### config.mk
export PLATFORM = sky130hd
export DESIGN_NAME = slot_allocator_free_stack
export DESIGN_NICKNAME = d
export VERILOG_FILES = /design/src/hw/rtl/sas_pkg.sv /design/src/hw/rtl/slot_allocator_free_stack.sv /design/src/hw/rtl/sas_ram.sv
export VERILOG_INCLUDE_DIRS = /design/src /design/src/hw/rtl
export SDC_FILE = /design/constraint.sdc
export NUM_CORES = 2
export LEC_CHECK = 0
export BUFFER_PORTS_ARGS = -buffer_cell sky130_fd_sc_hd__buf_2
export CAP_MARGIN = 15
export CORE_ASPECT_RATIO = 1.25
export CORE_MARGIN = 5
export CORE_UTILIZATION = 40
export CTS_CLUSTER_DIAMETER = 100
export CTS_CLUSTER_SIZE = 24
export DETAILED_ROUTE_END_ITERATION = 8
export REMOVE_ABC_BUFFERS = 1
export SLEW_MARGIN = 5
export SYNTH_ARGS = -nofsm -noshare
export SYNTH_HDL_FRONTEND = slang
export SYNTH_HIERARCHICAL = 1
export SYNTH_SLANG_ARGS = --single-unit
### constraint.sdc
create_clock -name i_clk -period 4.5 [get_ports i_clk]
set_clock_uncertainty 0.05 [all_clocks]
set_input_delay 1.125 -clock i_clk [delete_from_list [all_inputs] [get_ports i_clk]]
set_output_delay 1.125 -clock i_clk [all_outputs]
set_load 0.01 [all_outputs]
### src/hw/rtl/slot_allocator_free_stack_macros.svh
// assertion macros for the slot allocator
// used by slot_allocator_free_stack, no other dependencies
`ifndef SLOT_ALLOCATOR_FREE_STACK_MACROS_SVH
`define SLOT_ALLOCATOR_FREE_STACK_MACROS_SVH
`ifndef SYNTH
// same-cycle implication, checked out of reset
`define SAS_ASSERT_IMP(label, clk, rst_n, ante, cons) \
    label: assert property (@(posedge clk) disable iff (!(rst_n)) (ante) |-> (cons)) \
        else $error("slot allocator check failed");
// next-cycle implication, checked out of reset
`define SAS_ASSERT_NXT(label, clk, rst_n, ante, cons) \
    label: assert property (@(posedge clk) disable iff (!(rst_n)) (ante) |=> (cons)) \
        else $error("slot allocator check failed");
`else
`define SAS_ASSERT_IMP(label, clk, rst_n, ante, cons)
`define SAS_ASSERT_NXT(label, clk, rst_n, ante, cons)
`endif
`endif

### src/hw/rtl/sas_pkg.sv
// types and constants shared by the slot allocator files
// no dependencies
package sas_pkg;

    localparam int SLOTS        = 64;
    localparam int PAYLOAD_BITS = 32;
    localparam int IDX_W        = $clog2(SLOTS);
    localparam int CNT_W        = $clog2(SLOTS + 1);

    // request codes
    localparam logic REQ_ADD    = 1'b0;
    localparam logic REQ_REMOVE = 1'b1;

    // result status codes
    localparam logic [1:0] STAT_ADDED   = 2'd0;
    localparam logic [1:0] STAT_REMOVED = 2'd1;
    localparam logic [1:0] STAT_IGNORED = 2'd2;
    localparam logic [1:0] STAT_FULL    = 2'd3;

    typedef struct packed {
        logic                    req_type;
        logic [PAYLOAD_BITS-1:0] payload;
        logic [IDX_W-1:0]        slot_index;
    } t_req_item;

    typedef struct packed {
        logic [IDX_W-1:0]        assigned_index;
        logic [1:0]              status;
        logic [PAYLOAD_BITS-1:0] released_payload;
        logic [CNT_W-1:0]        live_count;
    } t_res_item;

    typedef enum logic [1:0] {
        ST_IDLE,
        ST_EXEC,
        ST_OUT
    } t_state;

endpackage

### src/hw/rtl/slot_allocator_free_stack.sv
// flow: an accepted request item is latched, the update state reads the registered
//   slot and stack ram outputs and registers the result, held until it is taken
// items: one at a time; the next item is taken in the cycle its predecessor's
//   result leaves, and never while an item is in the update state
// reset: synchronous, clears the state, the counters and the occupancy bits;
//   ram contents stay undefined until written, no clearing pass
`include "slot_allocator_free_stack_macros.svh"

module slot_allocator_free_stack (
    input  logic               i_clk,
    input  logic               i_rst_n,
    // request channel
    input  logic               i_req_valid,
    output logic               o_req_stall,
    input  sas_pkg::t_req_item i_req,
    // result channel
    output logic               o_res_valid,
    input  logic               i_res_stall,
    output sas_pkg::t_res_item o_res
);

    localparam int IDX_W = sas_pkg::IDX_W;
    localparam int CNT_W = sas_pkg::CNT_W;
    localparam logic [CNT_W-1:0] SLOT_LIMIT = CNT_W'(sas_pkg::SLOTS);

    // control state
    sas_pkg::t_state  r_state, n_state;
    logic [CNT_W-1:0] r_free_top, n_free_top;     // depth of the free stack
    logic [CNT_W-1:0] r_high_water, n_high_water; // slots ever taken from the top
    logic [CNT_W-1:0] r_occ_total, n_occ_total;   // live count
    logic [sas_pkg::SLOTS-1:0] r_occupied, n_occupied;

    // latched request and result register
    sas_pkg::t_req_item r_req;
    sas_pkg::t_res_item r_res, n_res;

    logic accept;
    logic take;

    // ram ports
    logic [sas_pkg::PAYLOAD_BITS-1:0] store_rdata;
    logic [IDX_W-1:0]                 stack_rdata;
    logic                             store_we;
    logic [IDX_W-1:0]                 store_waddr;
    logic                             stack_we;
    logic [IDX_W-1:0]                 stack_raddr;

    // decode in the update cycle
    logic             stack_nonempty;
    logic             add_got;
    logic [IDX_W-1:0] add_slot;
    logic             remove_ok;

    assign accept = i_req_valid && !o_req_stall;
    assign take   = (r_state == sas_pkg::ST_OUT) && !i_res_stall;

    // --------------------------------------------------------------------
    // state machine: next state
    // --------------------------------------------------------------------
    always_comb begin
        n_state = r_state;
        unique case (r_state)
            sas_pkg::ST_IDLE: begin
                if (accept) begin
                    n_state = sas_pkg::ST_EXEC;
                end
            end
            sas_pkg::ST_EXEC: begin
                n_state = sas_pkg::ST_OUT;
            end
            sas_pkg::ST_OUT: begin
                if (take) begin
                    n_state = accept ? sas_pkg::ST_EXEC : sas_pkg::ST_IDLE;
                end
            end
            default: begin
                n_state = sas_pkg::ST_IDLE;
            end
        endcase
    end

    // state machine: handshake outputs
    // a new item is let in while idle, or in the cycle the held result leaves
    always_comb begin
        o_req_stall = 1'b1;
        o_res_valid = 1'b0;
        unique case (r_state)
            sas_pkg::ST_IDLE: begin
                o_req_stall = 1'b0;
            end
            sas_pkg::ST_EXEC: begin
                o_req_stall = 1'b1;
            end
            sas_pkg::ST_OUT: begin
                o_res_valid = 1'b1;
                o_req_stall = i_res_stall;
            end
            default: begin
                o_req_stall = 1'b1;
            end
        endcase
    end

    // --------------------------------------------------------------------
    // memories: reads are issued on accept, written back in the update cycle.
    // one item is in flight, so a read never meets a pending write to the
    // same entry and no forwarding is needed
    // --------------------------------------------------------------------
    assign stack_raddr = IDX_W'(r_free_top - CNT_W'(1)); // top of stack entry

    sas_ram #(
        .WIDTH (sas_pkg::PAYLOAD_BITS),
        .DEPTH (sas_pkg::SLOTS)
    ) u_slot_store (
        .i_clk   (i_clk),
        .i_we    (store_we),
        .i_waddr (store_waddr),
        .i_wdata (r_req.payload),
        .i_re    (accept),
        .i_raddr (i_req.slot_index),
        .o_rdata (store_rdata)
    );

    sas_ram #(
        .WIDTH (IDX_W),
        .DEPTH (sas_pkg::SLOTS)
    ) u_free_stack (
        .i_clk   (i_clk),
        .i_we    (stack_we),
        .i_waddr (IDX_W'(r_free_top)),
        .i_wdata (r_req.slot_index),
        .i_re    (accept),
        .i_raddr (stack_raddr),
        .o_rdata (stack_rdata)
    );

    // --------------------------------------------------------------------
    // update cycle decode
    // --------------------------------------------------------------------
    always_comb begin
        stack_nonempty = (r_free_top != '0);
        add_got        = 1'b0;
        add_slot       = '0;
        // most recently freed slot wins, else the fresh slot at the high-water mark
        if (stack_nonempty) begin
            add_got  = 1'b1;
            add_slot = stack_rdata;
        end else if (r_high_water < SLOT_LIMIT) begin
            add_got  = 1'b1;
            add_slot = IDX_W'(r_high_water);
        end
        // remove only a slot that was handed out and is still live
        remove_ok = ({1'b0, r_req.slot_index} < r_high_water)
                    && r_occupied[r_req.slot_index];
    end

    always_comb begin
        store_we    = 1'b0;
        store_waddr = add_slot;
        stack_we    = 1'b0;
        n_free_top   = r_free_top;
        n_high_water = r_high_water;
        n_occ_total  = r_occ_total;
        n_occupied   = r_occupied;
        n_res        = r_res;
        if (r_state == sas_pkg::ST_EXEC) begin
            n_res.assigned_index   = '0;
            n_res.released_payload = '0;
            if (r_req.req_type == sas_pkg::REQ_ADD) begin
                if (add_got) begin
                    store_we             = 1'b1;
                    n_occupied[add_slot] = 1'b1;
                    n_occ_total          = r_occ_total + CNT_W'(1);
                    n_res.assigned_index = add_slot;
                    n_res.status         = sas_pkg::STAT_ADDED;
                    if (stack_nonempty) begin
                        n_free_top = r_free_top - CNT_W'(1);
                    end else begin
                        n_high_water = r_high_water + CNT_W'(1);
                    end
                end else begin
                    n_res.status = sas_pkg::STAT_FULL;
                end
            end else begin
                if (remove_ok) begin
                    n_occupied[r_req.slot_index] = 1'b0;
                    n_res.released_payload       = store_rdata;
                    n_res.status                 = sas_pkg::STAT_REMOVED;
                    if (r_occ_total != '0) begin
                        n_occ_total = r_occ_total - CNT_W'(1);
                    end
                    // push the freed index; depth cannot pass the slot count
                    if (r_free_top < SLOT_LIMIT) begin
                        stack_we   = 1'b1;
                        n_free_top = r_free_top + CNT_W'(1);
                    end
                end else begin
                    n_res.status = sas_pkg::STAT_IGNORED;
                end
            end
            n_res.live_count = n_occ_total;
        end
    end

    // --------------------------------------------------------------------
    // registers
    // --------------------------------------------------------------------
    always_ff @(posedge i_clk) begin
        if (!i_rst_n) begin
            r_state      <= sas_pkg::ST_IDLE;
            r_free_top   <= '0;
            r_high_water <= '0;
            r_occ_total  <= '0;
            r_occupied   <= '0;
        end else begin
            r_state      <= n_state;
            r_free_top   <= n_free_top;
            r_high_water <= n_high_water;
            r_occ_total  <= n_occ_total;
            r_occupied   <= n_occupied;
        end
    end

    // payload registers, no reset
    always_ff @(posedge i_clk) begin
        if (accept) begin
            r_req <= i_req;
        end
        r_res <= n_res;
    end

    assign o_res = r_res;

    // --------------------------------------------------------------------
    // assertions
    // --------------------------------------------------------------------
    // every handed-out slot is either live or on the free stack
    `SAS_ASSERT_IMP(a_slot_balance, i_clk, i_rst_n, 1'b1,
        (r_free_top + r_occ_total) == r_high_water)
    // live count tracks the occupancy bits
    `SAS_ASSERT_IMP(a_count_matches, i_clk, i_rst_n, 1'b1,
        $countones(r_occupied) == int'(r_occ_total))
    // an update cycle is always followed by a held result
    `SAS_ASSERT_NXT(a_exec_to_out, i_clk, i_rst_n, r_state == sas_pkg::ST_EXEC,
        o_res_valid)
    // an added slot is marked live while its result is shown
    `SAS_ASSERT_IMP(a_added_live, i_clk, i_rst_n,
        o_res_valid && (o_res.status == sas_pkg::STAT_ADDED),
        r_occupied[o_res.assigned_index])

endmodule

### src/hw/rtl/sas_ram.sv
// generic single-port-write, single-port-read ram with registered read
// no dependencies
module sas_ram #(
    parameter int WIDTH = 32,
    parameter int DEPTH = 64
) (
    input  logic                     i_clk,
    input  logic                     i_we,
    input  logic [$clog2(DEPTH)-1:0] i_waddr,
    input  logic [WIDTH-1:0]         i_wdata,
    input  logic                     i_re,
    input  logic [$clog2(DEPTH)-1:0] i_raddr,
    output logic [WIDTH-1:0]         o_rdata
);

    logic [WIDTH-1:0] r_mem [DEPTH];
    logic [WIDTH-1:0] r_rdata;

    always_ff @(posedge i_clk) begin
        if (i_we) begin
            r_mem[i_waddr] <= i_wdata;
        end
        if (i_re) begin
            r_rdata <= r_mem[i_raddr];
        end
    end

    assign o_rdata = r_rdata;

endmodule

# [Word level (Yosys, flattened, before mapping)]
# Memory sizes are Yosys's and may differ from the RTL's. A register that Yosys moved wholly into a read port is not among the register bits.
# Cells that the tools add are included.
[op_classes] addsub=5 order_cmp=7 eq_ne=6 muxes=42 n_bitwise=6 n_reduce_logical=18
[op_table] op="$mux W64" n=3
[op_table] op="$and A64 B64 Y64" n=1
[op_table] op="$not A64 Y64" n=1
[op_table] op="$or A64 B64 Y64" n=1
[op_table] op="$mux W7" n=9
[op_table] op="$add A7 B1 Y7 const B" n=3
[op_table] op="$mux W1" n=18
[op_table] op="$lt A6 B7 Y1 const B" n=2
[op_table] op="$lt A7 B7 Y1 const B" n=2
[op_table] op="$reduce_bool A7 Y1" n=2
[op_table] op="$sub A7 B1 Y7 const B" n=2
[op_table] op="$demux W1 S6" n=2
[op_table] op="$ge A6 B1 Y1 const B" n=2
[op_table] op="$mux W6" n=2
[op_table] op="$mux W2" n=5
[op_table] op="$lt A6 B7 Y1" n=1
[op_table] op="$bmux W1 S6" n=1
[op_table] op="$pmux W2 S3" n=1
[op_table] op="$logic_and A1 B1 Y1" n=5
[op_table] op="$reduce_and A5 Y1" n=1
[op_table] op="$ne A2 B1 Y1 const B" n=2
[op_table] op="$ne A2 B2 Y1 const B" n=2
[op_table] op="$reduce_and A2 Y1" n=2
[op_table] op="$reduce_and A4 Y1" n=1
[op_table] op="9 further kinds" n=13
[word_totals] regBits=173 ramBits=2432 inputBits=43 out_inout_bits=49 word_cells=98 n_memories=2
[mem_list] name="u_slot_store.r_mem" depth=64 word_bits=32 read_ports=1 rd_ports_with_merged_regs=1 wr=1 line="sas_ram.sv:16" source="logic [WIDTH-1:0] r_mem [DEPTH];"
[mem_list] name="u_free_stack.r_mem" depth=64 word_bits=6 read_ports=1 rd_ports_with_merged_regs=1 wr=1 line="sas_ram.sv:16"

# [Logic depth before layout (Yosys ltp)]
[depth] depth_word=10 ltp_mapped=13 ltp_nobuf=10

# [Hierarchy]
# The synthesis kept the hierarchy.
[by_module_without_submodules] mod="sas_ram at u_slot_store" n_inst=1 cells_each=3324 area_each_um2=78835.6 seq_area_each_um2=62459.9
[by_module_without_submodules] mod="sas_ram at u_free_stack" n_inst=1 cells_each=720 area_each_um2=15285.9 seq_area_each_um2=11711.2
[by_module_without_submodules] mod="slot_allocator_free_stack" n_inst=1 cells_each=815 area_each_um2=8266.7 seq_area_each_um2=4324.1

# [Least setup slack after synthesis]
# No wires, ideal clock.
[synth_timing] kind="reg2reg" startpoint="register r_free_top[0]" endpoint="memory u_slot_store.r_mem[48][0], enable pin" setup_time_ps=461 t_arrival_ps=4432 t_required_ps=3989 setup_slack_ps=-443 path_stages_with_launch=12 n_path_buf=2 period_less_slack_ps=4943 cell_sequence="dfxtp_1 -> inv_1 -> ha_1 -> nor3b_1 -> and2_1 -> buf_4 -> mux2i_1 -> inv_1 -> clkbuf_1 -> nor2b_1 -> nand4b_1 -> nor3_1"
[synth_between] elab_cells_between_ends=8 classes_between="mux: 7; reduce/logical: 1"
[synth_lines] item="start: declaration" line="slot_allocator_free_stack.sv:28" source="logic [CNT_W-1:0] r_free_top, n_free_top;"
[synth_lines] item="start signal: assignment" line="slot_allocator_free_stack.sv:217" source="r_free_top <= n_free_top;"
[synth_lines] item="$reduce_bool A7 Y1" line="slot_allocator_free_stack.sv:141" source="stack_nonempty = (r_free_top != '0);"
[synth_lines] item="$mux W6" line="slot_allocator_free_stack.sv:145" source="if (stack_nonempty) begin"
[synth_lines] item="via add_slot[3]" line="slot_allocator_free_stack.sv:51" source="logic [IDX_W-1:0] add_slot;"
[synth_lines] item="end: declaration" line="sas_ram.sv:16"
# The timed path passes the listed nets, and every way through them passes these cells.

# [Worst setup path after layout]
[layout_timing] startpoint="register r_req[2] (netlist name)" endpoint="memory u_free_stack/r_mem[18][5] (netlist name), enable pin"
[layout_between] elab_chain_cells=8 elab_cells_between_ends=9 classes_between="order compare: 1; mux: 7; reduce/logical: 1"
[layout_lines] item="start: declaration" line="slot_allocator_free_stack.sv:34" source="sas_pkg::t_req_item r_req;"
[layout_lines] item="start signal: assignment" line="slot_allocator_free_stack.sv:227" source="r_req <= i_req;"
[layout_lines] item="$bmux W1 S6" line="slot_allocator_free_stack.sv:154" source="&& r_occupied[r_req.slot_index];"
[layout_lines] item="$mux W1 (not written as such)" line="slot_allocator_free_stack.sv:154"
[layout_lines] item="$logic_and A1 B1 Y1 (*)" line="slot_allocator_free_stack.sv:154"
[layout_lines] item="$mux W1 (*)" line="slot_allocator_free_stack.sv:185" source="if (remove_ok) begin"
[layout_lines] item="$mux W1 (*)" line="slot_allocator_free_stack.sv:169" source="if (r_req.req_type == sas_pkg::REQ_ADD) begin"
[layout_lines] item="$mux W1 (*)" line="slot_allocator_free_stack.sv:166" source="if (r_state == sas_pkg::ST_EXEC) begin"
[layout_lines] item="via stack_we" line="slot_allocator_free_stack.sv:45" source="logic stack_we;"
[layout_lines] item="$mux W1 (*)" line="sas_ram.sv:20" source="if (i_we) begin"
[layout_lines] item="$mux W1 (not written as such) (*)" line="sas_ram.sv:21" source="r_mem[i_waddr] <= i_wdata;"
[layout_lines] item="end: declaration" line="sas_ram.sv:16"
# Mark *: on every way through the listed nets, which the timed path passes. The rest lies on a longest branch. The select of a mux whose other input is x is not followed.

==> summary.txt <==
Yosys
  – Sequential share of the synthesized area: 76.66%
  – Synth warnings: 6
  – Syn avg cell area: 21.07 µm²
  – Prevailing post-synth register cell: edfxtp_1
  – Post-synthesis cell area: 102400 µm²
  – Cells after Synth: 4859
  – Synth cell types: 86
  – Ys async rst share: 0%
  – EDFF count, synth: 2556
  – Synthesis-stage register bit count: 2643

Layout
  – Utilization after layout: 44.50%
  – Area Overhead vs Synth: 10.66%
  – Commonest cells after routing, fill and taps aside: edfxtp_1, mux4_2, buf_4
  – Total Nets Final: 5230
  – Commonest non-fill, non-tap cell in the layout: edfxtp_1
  – Fraction of layout cells with a size suffix above 1: 26.06%
  – Layout Cell Area excl Fill: 113300 µm²

Critical path
  – CP Class: flip-flop to flip-flop
  – Worst setup SP type: flip-flop
  – RR Startpoint: r_req[2]
  – Crit path required time: 4.89 ns
  – Worst Setup SP: r_req[2]
  – CP max FO: 23
  – CP Capture Type: flip-flop
  – Critical path arrival: 4.55 ns

Global route
  – Initial antenna violation count: 16
  – Largest net degree at the start of global routing: 84
  – Vias in the first global route: 51.39k
  – First-pass GRT wire length: 381600 µm
  – Gr ovfl total: 0
  – Tot GR Track Use: 19.78%

Power
  – P per Cell Area: 370.6 nW/µm²
  – LEAKAGE: 35.02 nW
  – Maximum vdd drop: 0.3992 mV
  – Pwr Total: 0.04199 W

Detailed routing
  – Detail Route Antenna Nets: 0
  – DRC: 0
  – WL/cell: 31.42 µm
  – Router iterations before antenna repair: 6
  – Initial drt markers: 5818
  – Detailed Route WL: 268800 µm
  – Drt via density: 5.861
  – Vias: 50.14k

Clocking
  – Skew-Pair Late Insertion Delay: 0.83 ns
  – Reg clk slew, reported paths: 0.10 ns
  – # H-tree levels: 3
  – Cts repair resizes: 0
  – Clock buffer depth: 3
  – CTS Hold Bufs: 0
  – Root buffer cell: clkbuf_16
  – TritonCTS clock tree: done
  – CTS Buf Count: 121
  – Setup repair bufs after CTS: 0
  – CTS sink count: 2643

Min path
  – Hold Crit Start: i_req[25]
  – Class of the worst hold path: input port to flip-flop

Run
  – MaxCap Viol Count: 0

STA
  – Fin. Hold Viols: 0
  – Worst relative slew slack: 22.44%
  – RSZ-0062 raised after global routing: no
  – Fmax: 0.2402 GHz
  – Setup-failing EPs final: 0
  – Least-Margin Pin Slew: 1.163 ns
  – Post-layout minimum cycle time: 4.164 ns
  – Fin. max-slew vios: 0
  – Crit share post-route: 92.53%

Place
  – Post-DP Area: 109900 µm²
  – HPWL after detailed placement: 164600 µm
  – Final GP Congestion: 0.8500
  – Buffers added on ports: 91

Floorplan
  – Die W: 462.5 µm
  – Die Area: 266300 µm²
  – Die height: 575.7 µm
  – Initial Util: 40.22%
  – Ports: 92
  – # rows: 207
  – Core Area: 254600 µm²

Outcome
  – Status: completed
cell families after synthesis:
logic type / after synthesis / synth area share [%]
adders and majority gates: 12 / 0.1466
buffers and inverters: 307 / 1.503
DFF: 2643 / 76.66
and+or+nand+nor: 635 / 3.059
AOI/OAI and AO/OA: 466 / 2.944
xor gates and xnor gates: 11 / 0.09410
muxes: 785 / 15.59
sequential cells by signal (all words and copies together), names as in the netlist:
register / count
u_free_stack/o_rdata: 6
u_slot_store/r_mem: 2048
r_free_top: 7
r_state: 2
o_res: 47
r_occ_total: 7
u_free_stack/r_mem: 384
u_slot_store/o_rdata: 32
r_occupied: 64
r_high_water: 7
r_req: 39
worst max-delay path: stages, from the launching register on:
cell      delay (ns)
edfxtp_1        0.36
buf_4           0.33
ha_1            0.31
a21oi_1         0.17
o21ai_0         0.15
a221oi_1        0.41
o21ai_0         0.31
nor4_1          0.42
buf_4           0.23
nor2b_1         0.26
nand2_1         0.14
buf_4           0.18
nor2_1          0.47
path summary, 6_finish.rpt:
path,to,slack (ns),cells after the start
min reg2reg,r_high_water[5],0.47,2
min,r_req[25],0.42,1
max reg2reg,u_free_stack/r_mem[18][5],0.34,12
max,u_free_stack/r_mem[18][5],0.34,12
per-layer routing:
metal  GRT usage (%)  share of wire [%]  routed length (µm)
met5               0              0.015                  41
met2           35.29                 52              140800
met1           25.41                 38              102800
met3           2.353                6.0               16220
met4           6.172                3.3                8852
power breakdown:
| part | switching [W] | total (W) | internal, W |
|---|---|---|---|
| clock network | 0.00734 | 0.0123 | 0.00500 |
| registers | 0.0000760 | 0.0272 | 0.0271 |
| logic | 0.00162 | 0.00249 | 0.000867 |
cell type report:
class	instances	area [µm²]
antenna	3	7.507
clock buffer	148	3172
clock inverter	8	125.1
fill	21400	141300
inverter	27	110.1
multi-input combinational	1909	22860
sequential	2643	78500
tap	3344	4184
timing repair buffer	473	4353
Yosys cell counts (10+ instances only):
| cell | number | area, µm² |
|---|---|---|
| and2_1 | 38 | 237.7 |
| buf_4 | 30 | 225.2 |
| nor2_1 | 301 | 1130 |
| nand3_1 | 28 | 140.1 |
| mux4_2 | 639 | 14390 |
| o21ai_0 | 71 | 355.3 |
| nand3b_1 | 10 | 75.07 |
| ha_1 | 12 | 150.1 |
| o22ai_1 | 100 | 625.6 |
| and3_1 | 11 | 68.82 |
| dfxtp_1 | 87 | 1742 |
| nor3_1 | 22 | 110.1 |
| a22oi_1 | 16 | 120.1 |
| o221ai_1 | 37 | 324.1 |
| nor4_1 | 11 | 68.82 |
| nand2_1 | 67 | 251.5 |
| buf_1 | 24 | 90.09 |
| buf_6 | 18 | 202.7 |
| mux2i_1 | 131 | 1311 |
| nand4_1 | 26 | 162.7 |
| edfxtp_1 | 2556 | 76750 |
| a21oi_1 | 112 | 560.5 |
| inv_1 | 26 | 97.59 |
| buf_2 | 76 | 380.4 |
| a311oi_1 | 11 | 96.34 |
| a21oi_2 | 10 | 87.58 |
| a221oi_1 | 11 | 96.34 |
| clkbuf_1 | 129 | 484.2 |
| nand2b_1 | 21 | 131.4 |
| a31oi_1 | 33 | 206.5 |
| nor2b_1 | 44 | 275.3 |
stage by stage:
stage          cells  setup WS, ns  hold slack (ns)  setup TNS [ns]
2_1_floorplan   4579        -4.327           0.4081        -7340.36
3_3_place_gp    8392        0.2246           0.4193               0
3_5_place_dp    8393        0.3575           0.4532               0
4_1_cts         8549        0.3564           0.3423               0
5_1_grt         8553       0.09190           0.3783               0
6_report        8555        0.3364           0.4201               0
Note: power is estimated with default switching activity, not from simulation.
